--- config.mk ---
export PLATFORM = sky130hd
export DESIGN_NAME = branch_tag_queue_with_squash
export DESIGN_NICKNAME = d
export VERILOG_FILES = /design/src/sv/btq_pkg.sv /design/src/sv/btq_cell.sv /design/src/sv/branch_tag_queue_with_squash.sv
export VERILOG_INCLUDE_DIRS = /design/src /design/src/sv
export SDC_FILE = /design/constraint.sdc
export NUM_CORES = 1
export LEC_CHECK = 0
export BUFFER_PORTS_ARGS = -buffer_cell sky130_fd_sc_hd__buf_4
export CAP_MARGIN = 20
export CORE_MARGIN = 1
export CORE_UTILIZATION = 41
export CTS_CLUSTER_DIAMETER = 100
export DETAILED_ROUTE_END_ITERATION = 10
export SYNTH_ARGS = -nofsm -noshare
export SYNTH_HDL_FRONTEND = slang
export SYNTH_SLANG_ARGS = --single-unit
--- constraint.sdc ---
create_clock -name clk -period 4.6 [get_ports clk]
set_clock_uncertainty 0.1 [all_clocks]
set_input_delay 0.23 -clock clk [delete_from_list [all_inputs] [get_ports clk]]
set_output_delay 0.23 -clock clk [all_outputs]
set_load 0.1 [all_outputs]
--- src/sv/assert_macros.svh ---
// ----------------------------------------------------------------------------
// assertion macros
// concurrent checks on the rising clock edge, held off while in reset
// ----------------------------------------------------------------------------
`ifndef ASSERT_MACROS_SVH
`define ASSERT_MACROS_SVH

`ifndef SYNTHESIS

`define BTQ_ASSERT(label, clk, rst_n, expr) \
  label: assert property (@(posedge clk) disable iff (!rst_n) (expr)) \
    else $error("assertion failed");

`define BTQ_ASSERT_NEXT(label, clk, rst_n, ante, cons) \
  label: assert property (@(posedge clk) disable iff (!rst_n) (ante) |=> (cons)) \
    else $error("assertion failed");

`else

`define BTQ_ASSERT(label, clk, rst_n, expr)
`define BTQ_ASSERT_NEXT(label, clk, rst_n, ante, cons)

`endif

`endif

--- src/sv/btq_pkg.sv ---
// ----------------------------------------------------------------------------
// btq_pkg
// shared types and constants of the branch tag queue
// ----------------------------------------------------------------------------
`timescale 1ns / 1ps

package btq_pkg;

  localparam int QUEUE_DEPTH_DEF = 8;
  localparam int TAG_BITS_DEF    = 6;

  typedef enum logic [1:0] {
    FUNC_PUSH   = 2'd0,
    FUNC_POP    = 2'd1,
    FUNC_SQUASH = 2'd2,
    FUNC_NOP    = 2'd3
  } func_t;

  typedef enum logic [1:0] {
    ST_DONE   = 2'd0,
    ST_FULL   = 2'd1,
    ST_EMPTY  = 2'd2,
    ST_ABSENT = 2'd3
  } status_t;

  typedef struct packed {
    logic pop;
    logic load;
    logic occ;
  } cell_ctrl_t;

  typedef struct packed {
    logic kill;
    logic first;
  } cell_stat_t;

endpackage

--- src/sv/btq_cell.sv ---
// ----------------------------------------------------------------------------
// btq_cell
// one queue slot: holds a tag, shifts toward the head on pop, takes part in
// the squash match chain
// ----------------------------------------------------------------------------
`timescale 1ns / 1ps

module btq_cell
  import btq_pkg::*;
#(
  parameter int TAG_BITS = TAG_BITS_DEF
) (
  input  logic                clk,
  input  cell_ctrl_t          ctrl,
  input  logic [TAG_BITS-1:0] cmd_tag,
  input  logic [TAG_BITS-1:0] nbr_tag,
  input  logic                kill_in,
  output logic [TAG_BITS-1:0] tag_o,
  output cell_stat_t          stat
);

  logic [TAG_BITS-1:0] tag_r;
  logic [TAG_BITS-1:0] tag_nxt;
  logic                match;

  assign match      = ctrl.occ && (tag_r == cmd_tag);
  assign stat.kill  = kill_in || match;
  assign stat.first = match && !kill_in;
  assign tag_o      = tag_r;

  always_comb begin
    priority if (ctrl.pop) begin
      tag_nxt = nbr_tag;
    end else if (ctrl.load) begin
      tag_nxt = cmd_tag;
    end else begin
      tag_nxt = tag_r;
    end
  end

  always_ff @(posedge clk) begin
    tag_r <= tag_nxt;
  end

endmodule

--- src/sv/branch_tag_queue_with_squash.sv ---
// ----------------------------------------------------------------------------
// branch_tag_queue_with_squash
// ordered queue of in-flight branch tags with push, pop and squash
// ----------------------------------------------------------------------------
// One command (push, pop or squash) is taken in every clock cycle; busy is
// always low. The result appears one cycle after the transfer, strobed by
// out_valid for exactly one cycle, and must be taken then since the receiver
// cannot hold it off. Tags sit oldest first in a row of QUEUE_DEPTH cells;
// pop shifts the row toward the head, and squash ripples a match along the
// row, which sets the length of the longest path.
`timescale 1ns / 1ps

`include "assert_macros.svh"

module branch_tag_queue_with_squash
  import btq_pkg::*;
#(
  parameter int QUEUE_DEPTH = QUEUE_DEPTH_DEF,
  parameter int TAG_BITS    = TAG_BITS_DEF
) (
  input  logic                clk,
  input  logic                rst_n,
  input  logic                start,
  output logic                busy,
  input  logic [1:0]          in_func,
  input  logic [TAG_BITS-1:0] in_tag,
  output logic                out_valid,
  output logic [1:0]          out_status,
  output logic [3:0]          out_removed,
  output logic [3:0]          out_occupancy,
  output logic                out_full_flag,
  output logic                out_empty_flag
);

  localparam int CNT_W = $clog2(QUEUE_DEPTH + 1);

  logic [CNT_W-1:0]    count_r;
  logic [CNT_W-1:0]    count_nxt;
  logic                out_valid_r;
  status_t             status_r;
  logic [3:0]          removed_r;
  logic [3:0]          occ_r;
  logic                full_r;
  logic                empty_r;

  logic                acc;
  func_t               cmd;
  logic                is_full;
  logic                is_empty;
  logic                push_ok;
  logic                pop_ok;
  logic                found;
  logic [CNT_W-1:0]    pos;
  logic [CNT_W-1:0]    removed;
  status_t             status;

  cell_ctrl_t          ctrl     [QUEUE_DEPTH];
  cell_stat_t          stat     [QUEUE_DEPTH];
  logic [TAG_BITS-1:0] cell_tag [QUEUE_DEPTH];
  logic [QUEUE_DEPTH:0] kill;
  logic [QUEUE_DEPTH-1:0] first_vec;

  assign busy     = 1'b0;
  assign acc      = start && !busy;
  assign cmd      = func_t'(in_func);
  assign is_full  = (count_r == CNT_W'(QUEUE_DEPTH));
  assign is_empty = (count_r == '0);
  assign push_ok  = acc && (cmd == FUNC_PUSH) && !is_full;
  assign pop_ok   = acc && (cmd == FUNC_POP) && !is_empty;
  assign kill[0]  = 1'b0;
  assign found    = kill[QUEUE_DEPTH];

  for (genvar i = 0; i < QUEUE_DEPTH; i++) begin : g_cell
    logic [TAG_BITS-1:0] nbr;

    if (i == QUEUE_DEPTH - 1) begin : g_last
      assign nbr = cell_tag[i];
    end else begin : g_mid
      assign nbr = cell_tag[i+1];
    end

    assign ctrl[i].pop  = pop_ok;
    assign ctrl[i].load = push_ok && (count_r == CNT_W'(i));
    assign ctrl[i].occ  = (CNT_W'(i) < count_r);

    btq_cell #(
      .TAG_BITS (TAG_BITS)
    ) u_cell (
      .clk     (clk),
      .ctrl    (ctrl[i]),
      .cmd_tag (in_tag),
      .nbr_tag (nbr),
      .kill_in (kill[i]),
      .tag_o   (cell_tag[i]),
      .stat    (stat[i])
    );

    assign kill[i+1]    = stat[i].kill;
    assign first_vec[i] = stat[i].first;
  end

  always_comb begin
    pos = '0;
    for (int i = 0; i < QUEUE_DEPTH; i++) begin
      pos = pos | (first_vec[i] ? CNT_W'(i) : '0);
    end
  end

  always_comb begin
    count_nxt = count_r;
    removed   = '0;
    status    = ST_DONE;
    unique case (cmd)
      FUNC_PUSH: begin
        if (is_full) begin
          status = ST_FULL;
        end else begin
          count_nxt = count_r + CNT_W'(1);
        end
      end
      FUNC_POP: begin
        if (is_empty) begin
          status = ST_EMPTY;
        end else begin
          count_nxt = count_r - CNT_W'(1);
          removed   = CNT_W'(1);
        end
      end
      FUNC_SQUASH: begin
        if (!found) begin
          status = ST_ABSENT;
        end else begin
          count_nxt = pos;
          removed   = count_r - pos;
        end
      end
      default: begin
      end
    endcase
  end

  always_ff @(posedge clk) begin
    if (!rst_n) begin
      count_r     <= '0;
      out_valid_r <= 1'b0;
    end else begin
      out_valid_r <= acc;
      if (acc) begin
        count_r <= count_nxt;
      end
    end
  end

  always_ff @(posedge clk) begin
    if (acc) begin
      status_r  <= status;
      removed_r <= 4'(removed);
      occ_r     <= 4'(count_nxt);
      full_r    <= (count_nxt == CNT_W'(QUEUE_DEPTH));
      empty_r   <= (count_nxt == '0);
    end
  end

  assign out_valid      = out_valid_r;
  assign out_status     = status_r;
  assign out_removed    = removed_r;
  assign out_occupancy  = occ_r;
  assign out_full_flag  = full_r;
  assign out_empty_flag = empty_r;

  `BTQ_ASSERT(a_count_bound, clk, rst_n, count_r <= CNT_W'(QUEUE_DEPTH))
  `BTQ_ASSERT(a_first_onehot, clk, rst_n, $onehot0(first_vec))
  `BTQ_ASSERT_NEXT(a_pop_count, clk, rst_n, pop_ok, count_r == $past(count_r) - CNT_W'(1))
  `BTQ_ASSERT_NEXT(a_squash_shrinks, clk, rst_n, acc && (cmd == FUNC_SQUASH), count_r <= $past(count_r))
  `BTQ_ASSERT(a_flags_excl, clk, rst_n, !(out_valid_r && full_r && empty_r))

endmodule

# Word level (Yosys, flattened, before mapping)
# Index checks and enable logic that the tools add are counted.
totals:
  regBits: 65
  latchBits: 0
  ram_bits: 0
  rom_bits: 0
  input_bits: 11
  output_inout_bits: 14
  elab_cells: 138
  memories: 0
classes:
  add_sub_neg: 3
  n_mul: 0
  div_mod_pow: 0
  order_cmp: 8
  eq_ne: 19
  shift: 0
  muxes: 32
  bitwise_logic: 7
  n_reduce_logical: 54
ops:
  columns: ["operator", "count"]
  rows:
  - ["6-bit 2-to-1 mux", 14]
  - ["6-bit == test", 8]
  - ["1-bit logical AND", 27]
  - ["4-bit by 3-bit == test with 1-bit output, second input constant", 4]
  - ["3-bit by 4-bit < comparator with 1-bit output, first input constant", 4]
  - ["4-bit 2-to-1 mux", 4]
  - ["2-bit nonzero test", 7]
  - ["3-bit 2-to-1 mux", 4]
  - ["4-bit case mux with 3 select lines", 1]
  - ["1-bit zero test", 9]
  - ["3-bit bitwise OR", 3]
  - ["4-bit by 2-bit == test with 1-bit output, second input constant", 2]
  - ["4-bit == test, second input constant", 2]
  - ["4-bit zero test", 2]
  - ["1-bit by 4-bit < comparator with 1-bit output, first input constant", 2]
  - ["2-bit by 4-bit < comparator with 1-bit output, first input constant", 2]
  - ["2-bit 2-to-1 mux", 4]
  - ["4-bit case mux with 2 select lines", 1]
  - ["1-bit logical OR", 7]
  - ["2-bit case mux with 3 select lines", 1]
  - ["4-bit by 1-bit adder with 4-bit output, second input constant", 1]
  - ["4-bit by 1-bit == test with 1-bit output, second input constant", 1]
  - ["4-bit by 1-bit subtractor with 4-bit output, second input constant", 1]
  - ["4-bit by 3-bit subtractor with 4-bit output", 1]
  - ["other kinds (9)", 11]

# Depth between registers and ports, before layout
depth:
  depth_word: 15
  depth_mapped: 17
  depth_no_buf: 15

# Hierarchy
# Synthesis repeated with hierarchy kept, for this count alone.
hier_totals:
  cells_unflattened: 320
  area_unflattened_um2: 4068.9
by_module_without_submodules:
  columns: ["module", "instances", "cells_per_inst", "area_per_inst_um2", "seq_area_each_um2"]
  rows:
  - ["btq_cell", 8, 24, 346.6, 180.2]
  - ["branch_tag_queue_with_squash", 1, 128, 1296.2, 460.4]

# Least setup slack after synthesis
# Ideal clock, no wire load.
synth_path:
  path_kind: "reg-to-reg"
  start: "register count_r[0]"
  end: "register removed_r[2] (netlist: out_removed[2]), data pin"
  setup_time_ps: 264
  arrival_time_ps: 2769
  t_required_ps: 4236
  slack_ps: 1467
  path_stages_with_launch: 14
  n_path_buf: 2
  synth_period_minus_slack_ps: 3133
  path_cell_list: "dfxtp_1 clkbuf_1 inv_1 ha_1 buf_2 nor3b_4 nor4_1 nor2b_1 nand4_1 o21ai_0 ha_1 fa_1 xor2_1 nor2_1"
synth_between:
  elab_chain_len: 15
  word_cells_on_any_way: 53
  classes_between: "add/sub: 1; order compare: 8; mux: 9; bitwise: 6; reduce/logical: 29"
synth_lines:
  columns: ["element", "line", "source"]
  rows:
  - ["start, declared", "branch_tag_queue_with_squash.sv:37", "logic [CNT_W-1:0] count_r;"]
  - ["start signal, assigned", "branch_tag_queue_with_squash.sv:149", "count_r <= count_nxt;"]
  - ["1-bit by 4-bit < comparator with 1-bit output", "branch_tag_queue_with_squash.sv:84", "assign ctrl[i].occ = (CNT_W'(i) < count_r);"]
  - ["1-bit logical AND", "btq_cell.sv:26", "assign match = ctrl.occ && (tag_r == cmd_tag);"]
  - ["1-bit logical OR", "btq_cell.sv:27", "assign stat.kill = kill_in || match;"]
  - ["1-bit zero test / 1-bit logical OR (equally long branches)", "btq_cell.sv:28, btq_cell.sv:27", null]
  - ["1-bit logical AND (tied with other cells)", "btq_cell.sv:28", "assign stat.first = match && !kill_in;"]
  - ["2-bit 2-to-1 mux (tied with other cells)", "branch_tag_queue_with_squash.sv:105", "pos = pos | (first_vec[i] ? CNT_W'(i) : '0);"]
  - ["1-bit by 2-bit bitwise OR with 2-bit output (tied with other cells)", "branch_tag_queue_with_squash.sv:105", null]
  - ["2-bit bitwise OR (tied with other cells)", "branch_tag_queue_with_squash.sv:105", null]
  - ["2-bit by 3-bit bitwise OR with 3-bit output (tied with other cells)", "branch_tag_queue_with_squash.sv:105", null]
  - ["3-bit bitwise OR (tied with other cells)", "branch_tag_queue_with_squash.sv:105", null]
  - ["3-bit bitwise OR / 3-bit 2-to-1 mux (equally long branches)", "branch_tag_queue_with_squash.sv:105", null]
  - ["3-bit bitwise OR", "branch_tag_queue_with_squash.sv:105", null]
  - ["4-bit by 3-bit subtractor with 4-bit output", "branch_tag_queue_with_squash.sv:134", "removed = count_r - pos;"]
  - ["4-bit 2-to-1 mux (*)", "branch_tag_queue_with_squash.sv:130", "if (!found) begin"]
  - ["4-bit case mux with 2 select lines (*)", "branch_tag_queue_with_squash.sv:113", "unique case (cmd)"]
  - ["via removed[2]", "branch_tag_queue_with_squash.sv:54", "logic [CNT_W-1:0] removed;"]
  - ["end signal, assigned", "branch_tag_queue_with_squash.sv:157", "removed_r <= 4'(removed);"]
  - ["end, declared", "branch_tag_queue_with_squash.sv:41", "logic [3:0] removed_r;"]
# The timed path passes the listed nets; every way through them passes the cells marked *.
# A chain may end at the register's enable or synchronous reset.

# Worst setup path after layout
# Ends and elaborated chain as after synthesis.

==> metrics.csv <==
metric,value,unit
layout_commonest_cell,edfxtp_1,
synth_edf_count,60,
synth_cells,344,
grt-ovfl-total,0,
tightest_slew,0.871,ns
synthAdderAreaFrac,4.07,%
gr-usage-all-layers,19.1,%
holdPathStages,2,
grt_max_degree,39,
fin_crit,3.53,ns
clkTransAtPathRegs,0.07,ns
drt_iter0_markers,137,
drtAntennaViolNets,0,
crit_fanout,14,
synth_xor_area_share,11.3,%
io_pins,25,
required,4.59,ns
syn-cell-area,3870,um2
relSlewSlack,41.8,%
cts_setup_buffers,0,
cp.arrival,3.52,ns
cts_buffers,9,
fmax,283,MHz
synthSimpleGateAreaFrac,12.3,%
holdWs,0.0765,ns
peakVddDrop,0.000142,V
hold_viol_final,0,
synth-compound-area-share,18.1,%
dp_hpwl,6560,um
async_reset_ff_share,0,%
yosys.area.top_type,edfxtp_1,
synth_top_family_by_area,compound AO/OA/AOI/OAI gates,
n_antenna_cell,0,
viasPerCell,5.58,
drv_slew,0,
row_count,35,
synth_mux_area_share,0,%
drtPass1Iterations,7,
period_share,76.7,%
synth_ff_type,edfxtp_1,
ys_types,52,
fin_nets,376,
power_density,328,nW/um2
ys_seq_area_share,49.1,%
finalSetupViolations,0,
final_cell_mix,"edfxtp_1, a21o_1, xnor2_1",
antenna_found_initial,0,
die_h,99.2,um
hold_path_class,in2reg,
grt_pass1_wl,14300,um
cp-end-kind,flop,
htree_levels,3,
io_buffer_count,23,
drt_wl_total,8800,um
synth_nets,367,
cts_hold_repair.buffers,0,
setup.worst_path.class,reg2reg,
vias,2610,
grt_pass1_vias,2673,
drive_gt1_share,14.3,%
gp_congestion,0.877,
drc,0,
dieArea,9840,um2
max_cap_viol_count,0,
clk_latency,0.34,ns
fp.coreArea,9200,um2
area_delta_synth_final,9.43,%
initial_utilization,42.1,%
start_kind,flop,
avgSynthCellArea,11.3,um2
p_leak,1.73,nW
clock-sinks,65,
synthTopCellsByArea,"edfxtp_1, a21o_1, xnor2_1",
worstRegToRegCells,11,
rsz0062_at_grt,no,
status,"complete, no violations",
yosysWarningCount,0,
wl_per_cell,18.8,um
die_w,99.2,um
clock-root-buffer,clkbuf_8,
post-route-util,46.1,%
cts_tree,yes,
clockBufferDepth,2,
dpl.cell_count,453,
power.total,1.39,mW
synth_seq_cells,65,
fin_setup_tns,0,ns
cts-resized-gates,0,
layout.cells.non_filler,468,
yosysTopAreaCellShare,46.5,%
[cells in the mapped netlist (all sizes together) (2+ instances only)]
cell / instances
nor4: 6
xnor2: 29
or4: 3
and4: 2
nor2: 16
a21o: 48
nand4: 8
a31oi: 3
and2: 3
edfxtp: 60
nor3b: 2
o211ai: 4
a21oi: 13
nand2: 13
xor2: 21
nor2b: 8
clkbuf: 14
nand3: 5
dfxtp: 5
o21ai: 12
buf: 13
ha: 11
o22ai: 2
nor3: 9
inv: 13
a311oi: 2
[path summary, 6_finish.rpt]
| path | from | end | slack, ns |
|---|---|---|---|
| setup / recovery | count_r[0]$_SDFFE_PN0P_ | out_removed[2]$_DFFE_PP_ | 1.07 |
| hold / removal | rst_n | count_r[2]$_SDFFE_PN0P_ | 0.08 |
| setup reg to reg | count_r[0]$_SDFFE_PN0P_ | out_removed[2]$_DFFE_PP_ | 1.07 |
| hold reg to reg | g_cell[1].u_cell.tag_o[2]$_DFFE_PP_ | g_cell[0].u_cell.tag_o[2]$_DFFE_PP_ | 0.47 |
[cell families after synthesis]
group,after synthesis
compound gates,95
simple gates,81
flops,65
xor+xnor,50
buf+inv,40
fa+ha+maj,12
other cells,1
[power breakdown]
part | switching, mW | total [mW] | internal, mW
sequential | 0.0165 | 0.688 | 0.672
combinational | 0.166 | 0.246 | 0.0800
clock | 0.213 | 0.455 | 0.242
total | 0.395 | 1.39 | 0.994
[state kept, by name, indices dropped and copies added, names as in the netlist]
signal and flops:
out_removed 4, out_empty_flag 1, out_occupancy 4, out_full_flag 1, count_r 4, g_cell.u_cell.tag_o 48, out_valid 1, out_status 2
[worst max-delay path, cell delays in order (launching register included)]
cell and delay [ns]:
dfxtp_1 0.60, inv_1 0.23, ha_1 0.37, nor3b_4 0.22, nor4_1 0.49, nor2b_1 0.21
nand4_1 0.17, o21ai_0 0.10, ha_1 0.22, fa_1 0.38, xor2_1 0.13, nor2_1 0.05
[metrics by stage]
| stage | cell area (um2) | setup WS (ns) |
|---|---|---|
| after floorplan | 3870 | 1.47 |
| after global placement | 4070 | 1.18 |
| after detailed placement | 4070 | 1.15 |
| after CTS | 4240 | 1.12 |
| after global routing | 4240 | 0.806 |
| final | 4240 | 1.07 |
[routing by layer]
layer / GRT usage, % / wire length [um] / up-vias
met5: 0 / 0 / -
met4: 5.43 / 121 / 0
met3: 3.65 / 286 / 8
met2: 32.5 / 4360 / 59
met1: 24.8 / 4040 / 1273
li1: - / - / 1270
[final cells by class]
cell class                      instances  area (um2)
Clock buffer                           10         128
Clock inverter                          5        47.5
Fill cell                             852        4960
Inverter                               13        48.8
Multi-Input combinational cell        239        1790
Sequential cell                        65        1900
Tap cell                              111         139
Timing Repair Buffer                   25         188
Note: power is estimated with default switching activity, not from simulation.
